[src/rtl/clpb_pkg.sv]
`timescale 1ns / 1ps
`default_nettype none
// ----------------------------------------------------------------------------
// clpb_pkg
// Shared types and constants of the point light cluster binning block.
// ----------------------------------------------------------------------------
package clpb_pkg;

  localparam int CW          = 20;
  localparam int MW          = CW + 1;
  localparam int PRODW       = 2 * MW;
  localparam int DISTW       = 44;
  localparam int MAX_RESULTS = 64;
  localparam int CNTW        = $clog2(MAX_RESULTS + 1);
  localparam int PLANEW      = 4 * CW;
  localparam int BOXW        = 6 * CW;

  localparam logic [1:0] KIND_PLANE = 2'd0;
  localparam logic [1:0] KIND_BOX   = 2'd1;
  localparam logic [1:0] KIND_TEST  = 2'd2;

  localparam logic [1:0] AXIS_Z = 2'd2;

  localparam logic [1:0] REG_DIV_X = 2'd0;
  localparam logic [1:0] REG_DIV_Y = 2'd1;
  localparam logic [1:0] REG_DIV_Z = 2'd2;

  localparam logic [2:0] DIV_RESET = 3'd4;

  typedef struct packed {
    logic [1:0]           kind;
    logic [1:0]           axis;
    logic [5:0]           slot;
    logic signed [CW-1:0] vec_x;
    logic signed [CW-1:0] vec_y;
    logic signed [CW-1:0] vec_z;
    logic signed [CW-1:0] aux_x;
    logic signed [CW-1:0] aux_y;
    logic signed [CW-1:0] aux_z;
    logic [7:0]           light_id;
  } in_item_t;

  typedef struct packed {
    logic [7:0] out_light_id;
    logic [5:0] cluster_index;
    logic       touched;
    logic       last;
  } out_item_t;

  typedef enum logic [1:0] {
    OP_PLANE = 2'd0,
    OP_BOX   = 2'd1,
    OP_TEST  = 2'd2
  } op_e;

  typedef struct packed {
    op_e      op;
    in_item_t item;
  } cmd_t;

endpackage
`default_nettype wire

[src/rtl/clpb_front.sv]
`timescale 1ns / 1ps
`default_nettype none
// ----------------------------------------------------------------------------
// clpb_front
// Request intake: classify, drop malformed loads and unknown kinds, queue commands.
// ----------------------------------------------------------------------------
module clpb_front
  import clpb_pkg::*;
#(
  parameter int MAX_DIV      = 4,
  parameter int MAX_CLUSTERS = 64
) (
  input  wire logic     clk_i,
  input  wire logic     rst_ni,
  input  wire logic     in_valid_i,
  output logic          in_ready_o,
  input  wire in_item_t in_item_i,
  output logic          cmd_valid_o,
  input  wire logic     cmd_ready_i,
  output cmd_t          cmd_o
);

  cmd_t       q_q [2];
  logic       wp_q, wp_d, rp_q, rp_d;
  logic [1:0] cnt_q, cnt_d;
  logic       push, pop, keep;
  cmd_t       cmd_new;

  always_comb begin
    keep        = 1'b0;
    cmd_new.op  = OP_TEST;
    cmd_new.item = in_item_i;
    unique case (in_item_i.kind)
      KIND_PLANE: begin
        cmd_new.op = OP_PLANE;
        keep = (in_item_i.axis <= AXIS_Z) && (int'(in_item_i.slot) <= MAX_DIV);
      end
      KIND_BOX: begin
        cmd_new.op = OP_BOX;
        keep = int'(in_item_i.slot) < MAX_CLUSTERS;
      end
      KIND_TEST: begin
        cmd_new.op = OP_TEST;
        keep = 1'b1;
      end
      default: keep = 1'b0;
    endcase
  end

  assign in_ready_o  = (cnt_q != 2'd2);
  assign cmd_valid_o = (cnt_q != 2'd0);
  assign cmd_o       = q_q[rp_q];
  assign push        = in_valid_i && in_ready_o && keep;
  assign pop         = cmd_valid_o && cmd_ready_i;

  always_comb begin
    wp_d  = push ? ~wp_q : wp_q;
    rp_d  = pop ? ~rp_q : rp_q;
    cnt_d = cnt_q + {1'b0, push} - {1'b0, pop};
  end

  always_ff @(posedge clk_i or negedge rst_ni) begin
    if (!rst_ni) begin
      wp_q  <= 1'b0;
      rp_q  <= 1'b0;
      cnt_q <= 2'd0;
    end else begin
      wp_q  <= wp_d;
      rp_q  <= rp_d;
      cnt_q <= cnt_d;
    end
  end

  always_ff @(posedge clk_i) begin
    if (push) begin
      q_q[wp_q] <= cmd_new;
    end
  end

endmodule
`default_nettype wire

[config.mk]
export PLATFORM = sky130hd
export DESIGN_NAME = clpb_front
export DESIGN_NICKNAME = d
export VERILOG_FILES = /design/src/rtl/clpb_pkg.sv /design/src/rtl/clpb_front.sv
export SDC_FILE = /design/constraint.sdc
export NUM_CORES = 1
export LEC_CHECK = 0
export ABC_AREA = 1
export BUFFER_PORTS_ARGS = -buffer_cell sky130_fd_sc_hd__buf_4
export CORE_UTILIZATION = 52
export DETAILED_ROUTE_END_ITERATION = 10
export GPL_ROUTABILITY_DRIVEN = 1
export PLACE_DENSITY = 0.89
export SLEW_MARGIN = 10
export SYNTH_ARGS = -nofsm -noshare
export SYNTH_HDL_FRONTEND = slang
export SYNTH_SLANG_ARGS = --single-unit
[constraint.sdc]
create_clock -name clk_i -period 8.3 [get_ports clk_i]
set_clock_uncertainty 0.2 [all_clocks]
set_input_delay 0.415 -clock clk_i [delete_from_list [all_inputs] [get_ports clk_i]]
set_output_delay 0.415 -clock clk_i [all_outputs]
set_load 0.05 [all_outputs]
==> reports/results.tsv, run 1 <==
stage	metric	value	unit
status	outcome	complete, no violations	
route	drt pass-1 iters	5	
logic_synthesis	share of the synthesized area in the top cell type	0.798	
logic_synthesis	Cell variety after synth	17	
route	Post-Route WL	27600	µm
cts	Clock Latency Late Sink	0.53	ns
logic_synthesis	Synth top cells by count	nand2_1 (429), edfxtp_1 (280), buf_2 (19)	
sta	endpoints failing setup	0	
placement	Post-DP Area	12800	µm²
critical_path	Crit. End Element	output port	
power_and_ir_drop	Net Sw Frac	0.431	
route	Routed Antenna Nets	0	
logic_synthesis	Mapped Area	10500	µm²
route	WL/cell	18.5	µm
power_and_ir_drop	Clk pwr share	0.237	
logic_synthesis	YS warnings	0	
cells_and_area	layout cells sized above 1	0.274	
cells_and_area	Post-Layout Cell Count	1487	
cts	Clk Tree Root Cell	clkbuf_16	
logic_synthesis	Main synth FF type	edfxtp_1	
sta	RSZ-0062 raised after global routing	no	
critical_path	reg2reg end	q_q[0][118]	
power_and_ir_drop	Tot Pwr	5.56	mW
logic_synthesis	mux cell area share after synthesis	0	
floorplanning	Die ar.	20800	µm²
critical_path	R2R Path Start	cnt_q[1]	
cts	Post-CTS Setup Bufs	0	
placement	I/O Buffers	283	
critical_path	Crit Path Category	reg -> out	
global_routing	vias in the first global route	7674	
critical_path	crit-path cells	inv_4 -> buf_4 -> nand2_1 -> nand2_1 -> buf_4	
cts	CTS sink cnt	284	
global_routing	largest net degree at the start of global routing	93	
logic_synthesis	number of synthesized flops with an enable pin	280	
route	routed via count	7500	
route	DR vias/cell	5.04	
cells_and_area	synthesis-to-finish area growth	44.1	%
critical_path	Max FO, Critical Path	92	
route	DRC Markers	0	
min_path	min-delay worst type	in -> async	
global_routing	GRT Overall Usage	0.257	
critical_path	Critical Path RT	7.69	ns
power_and_ir_drop	Switch Pwr	2.40	mW
cells_and_area	FF/Latch Area	8510	µm²
cts	Clock transition at path regs	0.06	ns
logic_synthesis	Post-Synth XOR/XNOR Area	0.00249	
logic_synthesis	synthesized area per cell	13.6	µm²
sta	final worst path period share	0.466	
logic_synthesis	Area contributors post-synth	edfxtp_1 (80%), nand2_1 (15%), buf_6 (1.1%)	
sta	worst hold slack	0.0289	ns
floorplanning	width of the die	144	µm
power_and_ir_drop	sequential share of power	0.331	
sta	Slew Viols, Final	0	
logic_synthesis	dominant cell type by area after synthesis	edfxtp_1	
logic_synthesis	top-count cell post-synth	nand2_1	
critical_path	slowest CP cell	buf_4	
floorplanning	die height	144	µm
logic_synthesis	compound-cell area share of the yosys netlist	0.000475	
route	1st-iter DRT viols	507	
logic_synthesis	Async SR Flop Fraction	0.0141	
sta	Slew headroom	0.259	
critical_path	critical path depth in cells	5	
logic_synthesis	Seq/Total Area, Yosys	0.808	
cts	hold buffers post-CTS	140	
power_and_ir_drop	PwrDens	366	nW/µm²
floorplanning	core area	19700	µm²
sta	post-route setup TNS	0	ns
critical_path	Worst EP arrival	3.25	ns
logic_synthesis	flop and latch count out of synthesis	284	
global_routing	initial antenna violation count	0	
cts	CTS H-Tree Depth	1	
placement	gpl congestion	0.759	
critical_path	Crit path max-delay family	buffers and inverters	
global_routing	global-route wire length before repair	39800	µm
cells_and_area	Antenna diodes	0	
cells_and_area	# nets final	1348	
sta	Final Hold Vio Count	0	
power_and_ir_drop	cell-internal power	3.16	mW
critical_path	r2r setup slk	5.33	ns
run	maxcap violations	0	
placement	placed insts	1295	
cts	post_cts resized	0	
sta	maximum clock frequency	0.259	GHz
cells_and_area	Final Instance Area	15200	µm²
critical_path	critical path's largest stage delay	0.82	ns
critical_path	Crit. Startpoint	rp_q	
logic_synthesis	Synth Area in Simple Gates	0.157	
critical_path	Buf/Inv on CP	3	
floorplanning	number of I/O pins	284	
logic_synthesis	syn nets	921	
logic_synthesis	Syn Inst Count	773	
cts	TritonCTS clock tree	yes	
power_and_ir_drop	leakage power	6.42	nW
sta	Worst-Margin Slew	1.11	ns
cts	number of CTS-inserted buffers	28	
placement	Final HPWL DP	14500	µm
cells_and_area	final-layout fill cell count	1039	
critical_path	nature of the critical path startpoint	flip-flop	
power_and_ir_drop	Combinational Power Share	0.433	
cells_and_area	area occupied by multi-input gates	1770	µm²
floorplanning	FP Rows	51	
floorplanning	initial core utilization	0.536	
sta	Final Critical Period	3.87	ns
cts	worst-case clock buffer depth	3	
logic_synthesis	adder-cell share of the synthesized area	0.00713	
power_and_ir_drop	worst vdd ir	0.000265	V
critical_path	R2R depth	6	
global_routing	grt total ovfl	0	
logic_synthesis	largest family of logic cells by synthesized area	simple AND/OR/NAND/NOR gates	
critical_path	Worst setup endpoint	cmd_o[119]	
## logic make-up (layout without fill, tap and decap cells)
group                    Yosys count  count (layout)
AO/OA/AOI/OAI                      1               1
adder cells (fa/ha/maj)            6               6
flip-flops                       284             284
AND/OR/NAND/NOR                  437             437
buffers and inverters             42             491
XOR/XNOR                           3               3
## power groups by stage
stage | clock network (mW) | registers, mW | logic, mW
2_1_floorplan | 0 | 1.83 | 1.70
3_3_place_gp | 0 | 1.85 | 2.29
3_5_place_dp | 0 | 1.86 | 2.32
4_1_cts | 1.31 | 1.83 | 2.38
5_1_grt | 1.38 | 1.85 | 2.52
6_report | 1.32 | 1.84 | 2.41
## state kept, by name, indices dropped and copies added (netlist names)
name / count
cnt_q: 2
q_q: 280
rp_q: 1
wp_q: 1
## cell type report
cell class | instances | area share
flip-flops and latches | 284 | 0.561
repair buffers | 428 | 0.235
clock inverters | 22 | 0.0150
clock buffers | 30 | 0.0481
inverters | 11 | 0.00321
multi-input cells | 447 | 0.116
well taps | 265 | 0.0218
## per-stage QoR
stage / setup WS (ns) / util
finish: 4.43 / 0.772
detailed placement: 4.88 / 0.652
CTS: 4.49 / 0.772
floorplan: 0.663 / -
global route: 4.27 / 0.772
global placement: 5.00 / 0.652
## how the worst min path moves through the flow
stage | cells after the start | startpoint | endpoint
6_report | 2 | rst_ni | rp_q
5_1_grt | 2 | rst_ni | rp_q
4_1_cts | 2 | rst_ni | cnt_q[1]
3_5_place_dp | 1 | rst_ni | cnt_q[1]
3_3_place_gp | 1 | rst_ni | cnt_q[1]
2_1_floorplan | 0 | rst_ni | cnt_q[0]
## placed cells by master, fill, tap and decap left out
cell type	Yosys	routed
clkinv_1	0	11
ha_1	6	6
xor2_1	2	2
edfxtp_1	280	280
dfrtp_4	0	1
clkbuf_16	0	29
clkinv_2	0	4
inv_1	9	8
clkinvlp_4	0	1
dfrtp_1	4	3
inv_4	1	1
nand2_1	429	429
nor2_1	5	4
dlygate4sd3_1	0	140
o21ai_0	1	1
buf_4	2	288
bufinv_16	0	5
clkbuf_1	0	1
xnor2_1	1	1
or2_2	1	1
clkinv_4	0	1
nor3b_2	1	1
inv_6	0	1
inv_2	1	1
nor2_4	0	1
nand3_1	1	1
## per-layer routing
layer / up-vias / GRT usage / wire length, µm
met5: - / 0 / 0
met4: 0 / 0.125 / 1130
met3: 81 / 0.0394 / 1800
met2: 370 / 0.487 / 15000
met1: 3598 / 0.278 / 9590
li1: 3451 / - / -
Power figures use the tool's default switching activity.
==> inputs of run 2 (changes only) <==
==> constraint.sdc (replaced) <==
create_clock -name clk_i -period 4 [get_ports clk_i]
set_clock_uncertainty 0.2 [all_clocks]
set_input_delay 0.2 -clock clk_i [delete_from_list [all_inputs] [get_ports clk_i]]
set_output_delay 0.2 -clock clk_i [all_outputs]
set_load 0.05 [all_outputs]
==> run 2 against run 1 <==
Combinational power rose by 110%. Highest routed layer unchanged. Routed wire length rose by 0.20%. Die area did not move. Sequential share of layout area rose by 0.24 points. Register-to-register slack got worse by 4.3 ns. Critical endpoint is now cmd_o[16]. Flip-flop and latch count did not move.
==> reports/results.tsv, run 2 (same netlist as run 1, synthesis figures left out) <==
stage	metric	value	unit	change
critical_path	r2r setup slk	1.04	ns	was 5.33 ns
cells_and_area	Final Util	0.769		was 0.772
min_path	WHS Path Cells	2		
sta	Final Worst Setup Slack	0.765	ns	was 4.43 ns
cells_and_area	number of flip-flops under the largest register name	280		unchanged
global_routing	GRT Overall Usage	0.261		was 0.257
cts	CTS H-Tree Depth	1		unchanged
critical_path	Crit. End Element	output port		unchanged
cts	post_cts resized	0		unchanged
cells_and_area	synthesis-to-finish area growth	43.5	%	was 44.1%
route	Routed Antenna Nets	0		unchanged
placement	Post-DP Area	12900	µm²	was 12800 µm²
cells_and_area	most common cell after layout, fill and taps aside	nand2_1		unchanged
cts	worst-case clock buffer depth	3		unchanged
cts	Clk Tree Root Cell	clkbuf_16		unchanged
sta	endpoints failing setup	0		unchanged
critical_path	R2R depth	7		was 6
power_and_ir_drop	PwrDens	744	nW/µm²	was 366 nW/µm²
cells_and_area	layout cells sized above 1	0.273		was 0.274
cts	CTS sink cnt	284		unchanged
floorplanning	core area	19700	µm²	unchanged
route	DR vias/cell	5.06		was 5.04
sta	post-route setup TNS	0	ns	unchanged
placement	Final HPWL DP	14200	µm	was 14500 µm
cells_and_area	final-layout fill cell count	1082		was 1039
route	WL/cell	18.6	µm	was 18.5 µm
cts	Clock transition at path regs	0.06	ns	about the same
route	Post-Route WL	27600	µm	about the same
cells_and_area	most frequent cells in the layout	nand2_1 (429), buf_4 (288), edfxtp_1 (280)		unchanged
critical_path	reg2reg end	q_q[0][30]		was q_q[0][118]
sta	Final Hold Vio Count	0		unchanged
sta	Slew Viols, Final	0		unchanged
cts	Clock Latency Late Sink	0.52	ns	was 0.53 ns
sta	Slew headroom	0.368		was 0.259
route	1st-iter DRT viols	412		was 507
global_routing	global-route wire length before repair	39900	µm	was 39800 µm
global_routing	grt total ovfl	0		unchanged
min_path	worst hold start	in_item_i[59]		
cells_and_area	Post-Layout Cell Count	1487		unchanged
cells_and_area	# nets final	1352		was 1348
critical_path	Crit Path Category	reg -> out		unchanged
sta	Final Critical Period	3.24	ns	
placement	dpl ws	0.830	ns	was 4.88 ns
sta	Worst-Margin Slew	0.948	ns	was 1.11 ns
placement	I/O Buffers	283		unchanged
floorplanning	number of I/O pins	284		unchanged
min_path	Worst Hold Path EP	q_q[1][59]		
cts	number of CTS-inserted buffers	28		unchanged
floorplanning	width of the die	144	µm	unchanged
min_path	min-delay worst type	in -> reg		was in -> async
cts	TritonCTS clock tree	yes		unchanged
power_and_ir_drop	leakage power	6.39	nW	was 6.42 nW
critical_path	Critical Path RT	3.60	ns	was 7.69 ns
route	routed via count	7521		was 7500
cells_and_area	Top reg by flops	q_q		unchanged
cells_and_area	Top Registers	q_q: 280 flops, cnt_q: 2 flops		unchanged
route	drt pass-1 iters	5		unchanged
global_routing	initial antenna violation count	1		was 0
sta	final worst path period share	0.809		
sta	maximum clock frequency	0.309	GHz	
critical_path	nature of the critical path startpoint	flip-flop		unchanged
placement	gpl congestion	0.776		was 0.759
status	outcome	complete, no violations		unchanged
global_routing	largest net degree at the start of global routing	85		was 93
floorplanning	FP Rows	51		unchanged
critical_path	Worst EP arrival	2.84	ns	was 3.25 ns
critical_path	Max FO, Critical Path	77		was 92
global_routing	vias in the first global route	7734		was 7674
run	maxcap violations	0		unchanged
floorplanning	Die ar.	20800	µm²	unchanged
floorplanning	die height	144	µm	unchanged
cells_and_area	Final Instance Area	15100	µm²	was 15200 µm²
floorplanning	initial core utilization	0.536		unchanged
power_and_ir_drop	worst vdd ir	0.000495	V	was 0.000265 V
placement	placed insts	1297		was 1295
sta	RSZ-0062 raised after global routing	no		unchanged
route	DRC Markers	0		unchanged
critical_path	R2R Path Start	cnt_q[1]		unchanged
[run 2: layer usage]
layer / track usage / wire (µm)
met1: 0.264 / 9190
met4: 0.151 / 1430
met2: 0.500 / 15300
met5: 0 / 0
met3: 0.0447 / 1710
[run 2: worst max-delay path by stage]
stage	from	endpoint	slack (ns)	cells after the start
final	rp_q	cmd_o[16]	0.76	5
after global routing	in_item_i[137]	q_q[0][38]	0.53	12
after CTS	rp_q	cmd_o[17]	0.74	5
after detailed placement	in_item_i[137]	q_q[0][8]	0.83	11
after global placement	in_item_i[137]	q_q[0][8]	0.96	11
after floorplan	in_item_i[137]	q_q[1][0]	0.51	8
[run 2: cell type report]
| type | instances | area, µm² | area share |
|---|---|---|---|
| inverter | 11 | 47.5 | 0.00315 |
| antenna | 1 | 2.50 | 0.000166 |
| clock inverter | 12 | 82.6 | 0.00546 |
| tap | 265 | 332 | 0.0219 |
| clock buffer | 35 | 748 | 0.0495 |
| multi-input combinational | 447 | 1770 | 0.117 |
| timing repair buffer | 432 | 3620 | 0.240 |
| sequential | 284 | 8510 | 0.563 |
[run 2: worst max-delay path, cell delays in order (launching register included)]
cell	delay (ns)
dfrtp_4	0.78
inv_4	0.65
buf_12	0.39
nand2_1	0.13
nand2_1	0.11
buf_4	0.22
[run 2: repair_timing]
action,in CTS,in global routing
endpoints found under the hold margin,286,0
hold buffers,142,0
buffers inserted,0,0
[run 2: report_power, final]
part	internal, mW	switching [mW]	total [mW]
Clock	1.38	1.04	2.41
Sequential	3.63	0.205	3.83
Combinational	1.32	3.68	5.00
Total	6.32	4.92	11.2
[run 2: through the flow]
stage	power (mW)	hold WS (ns)
floorplan	7.30	-0.296
global placement	8.60	-0.201
detailed placement	8.69	-0.199
CTS	11.2	0.182
global route	11.7	0.190
finish	11.2	0.205
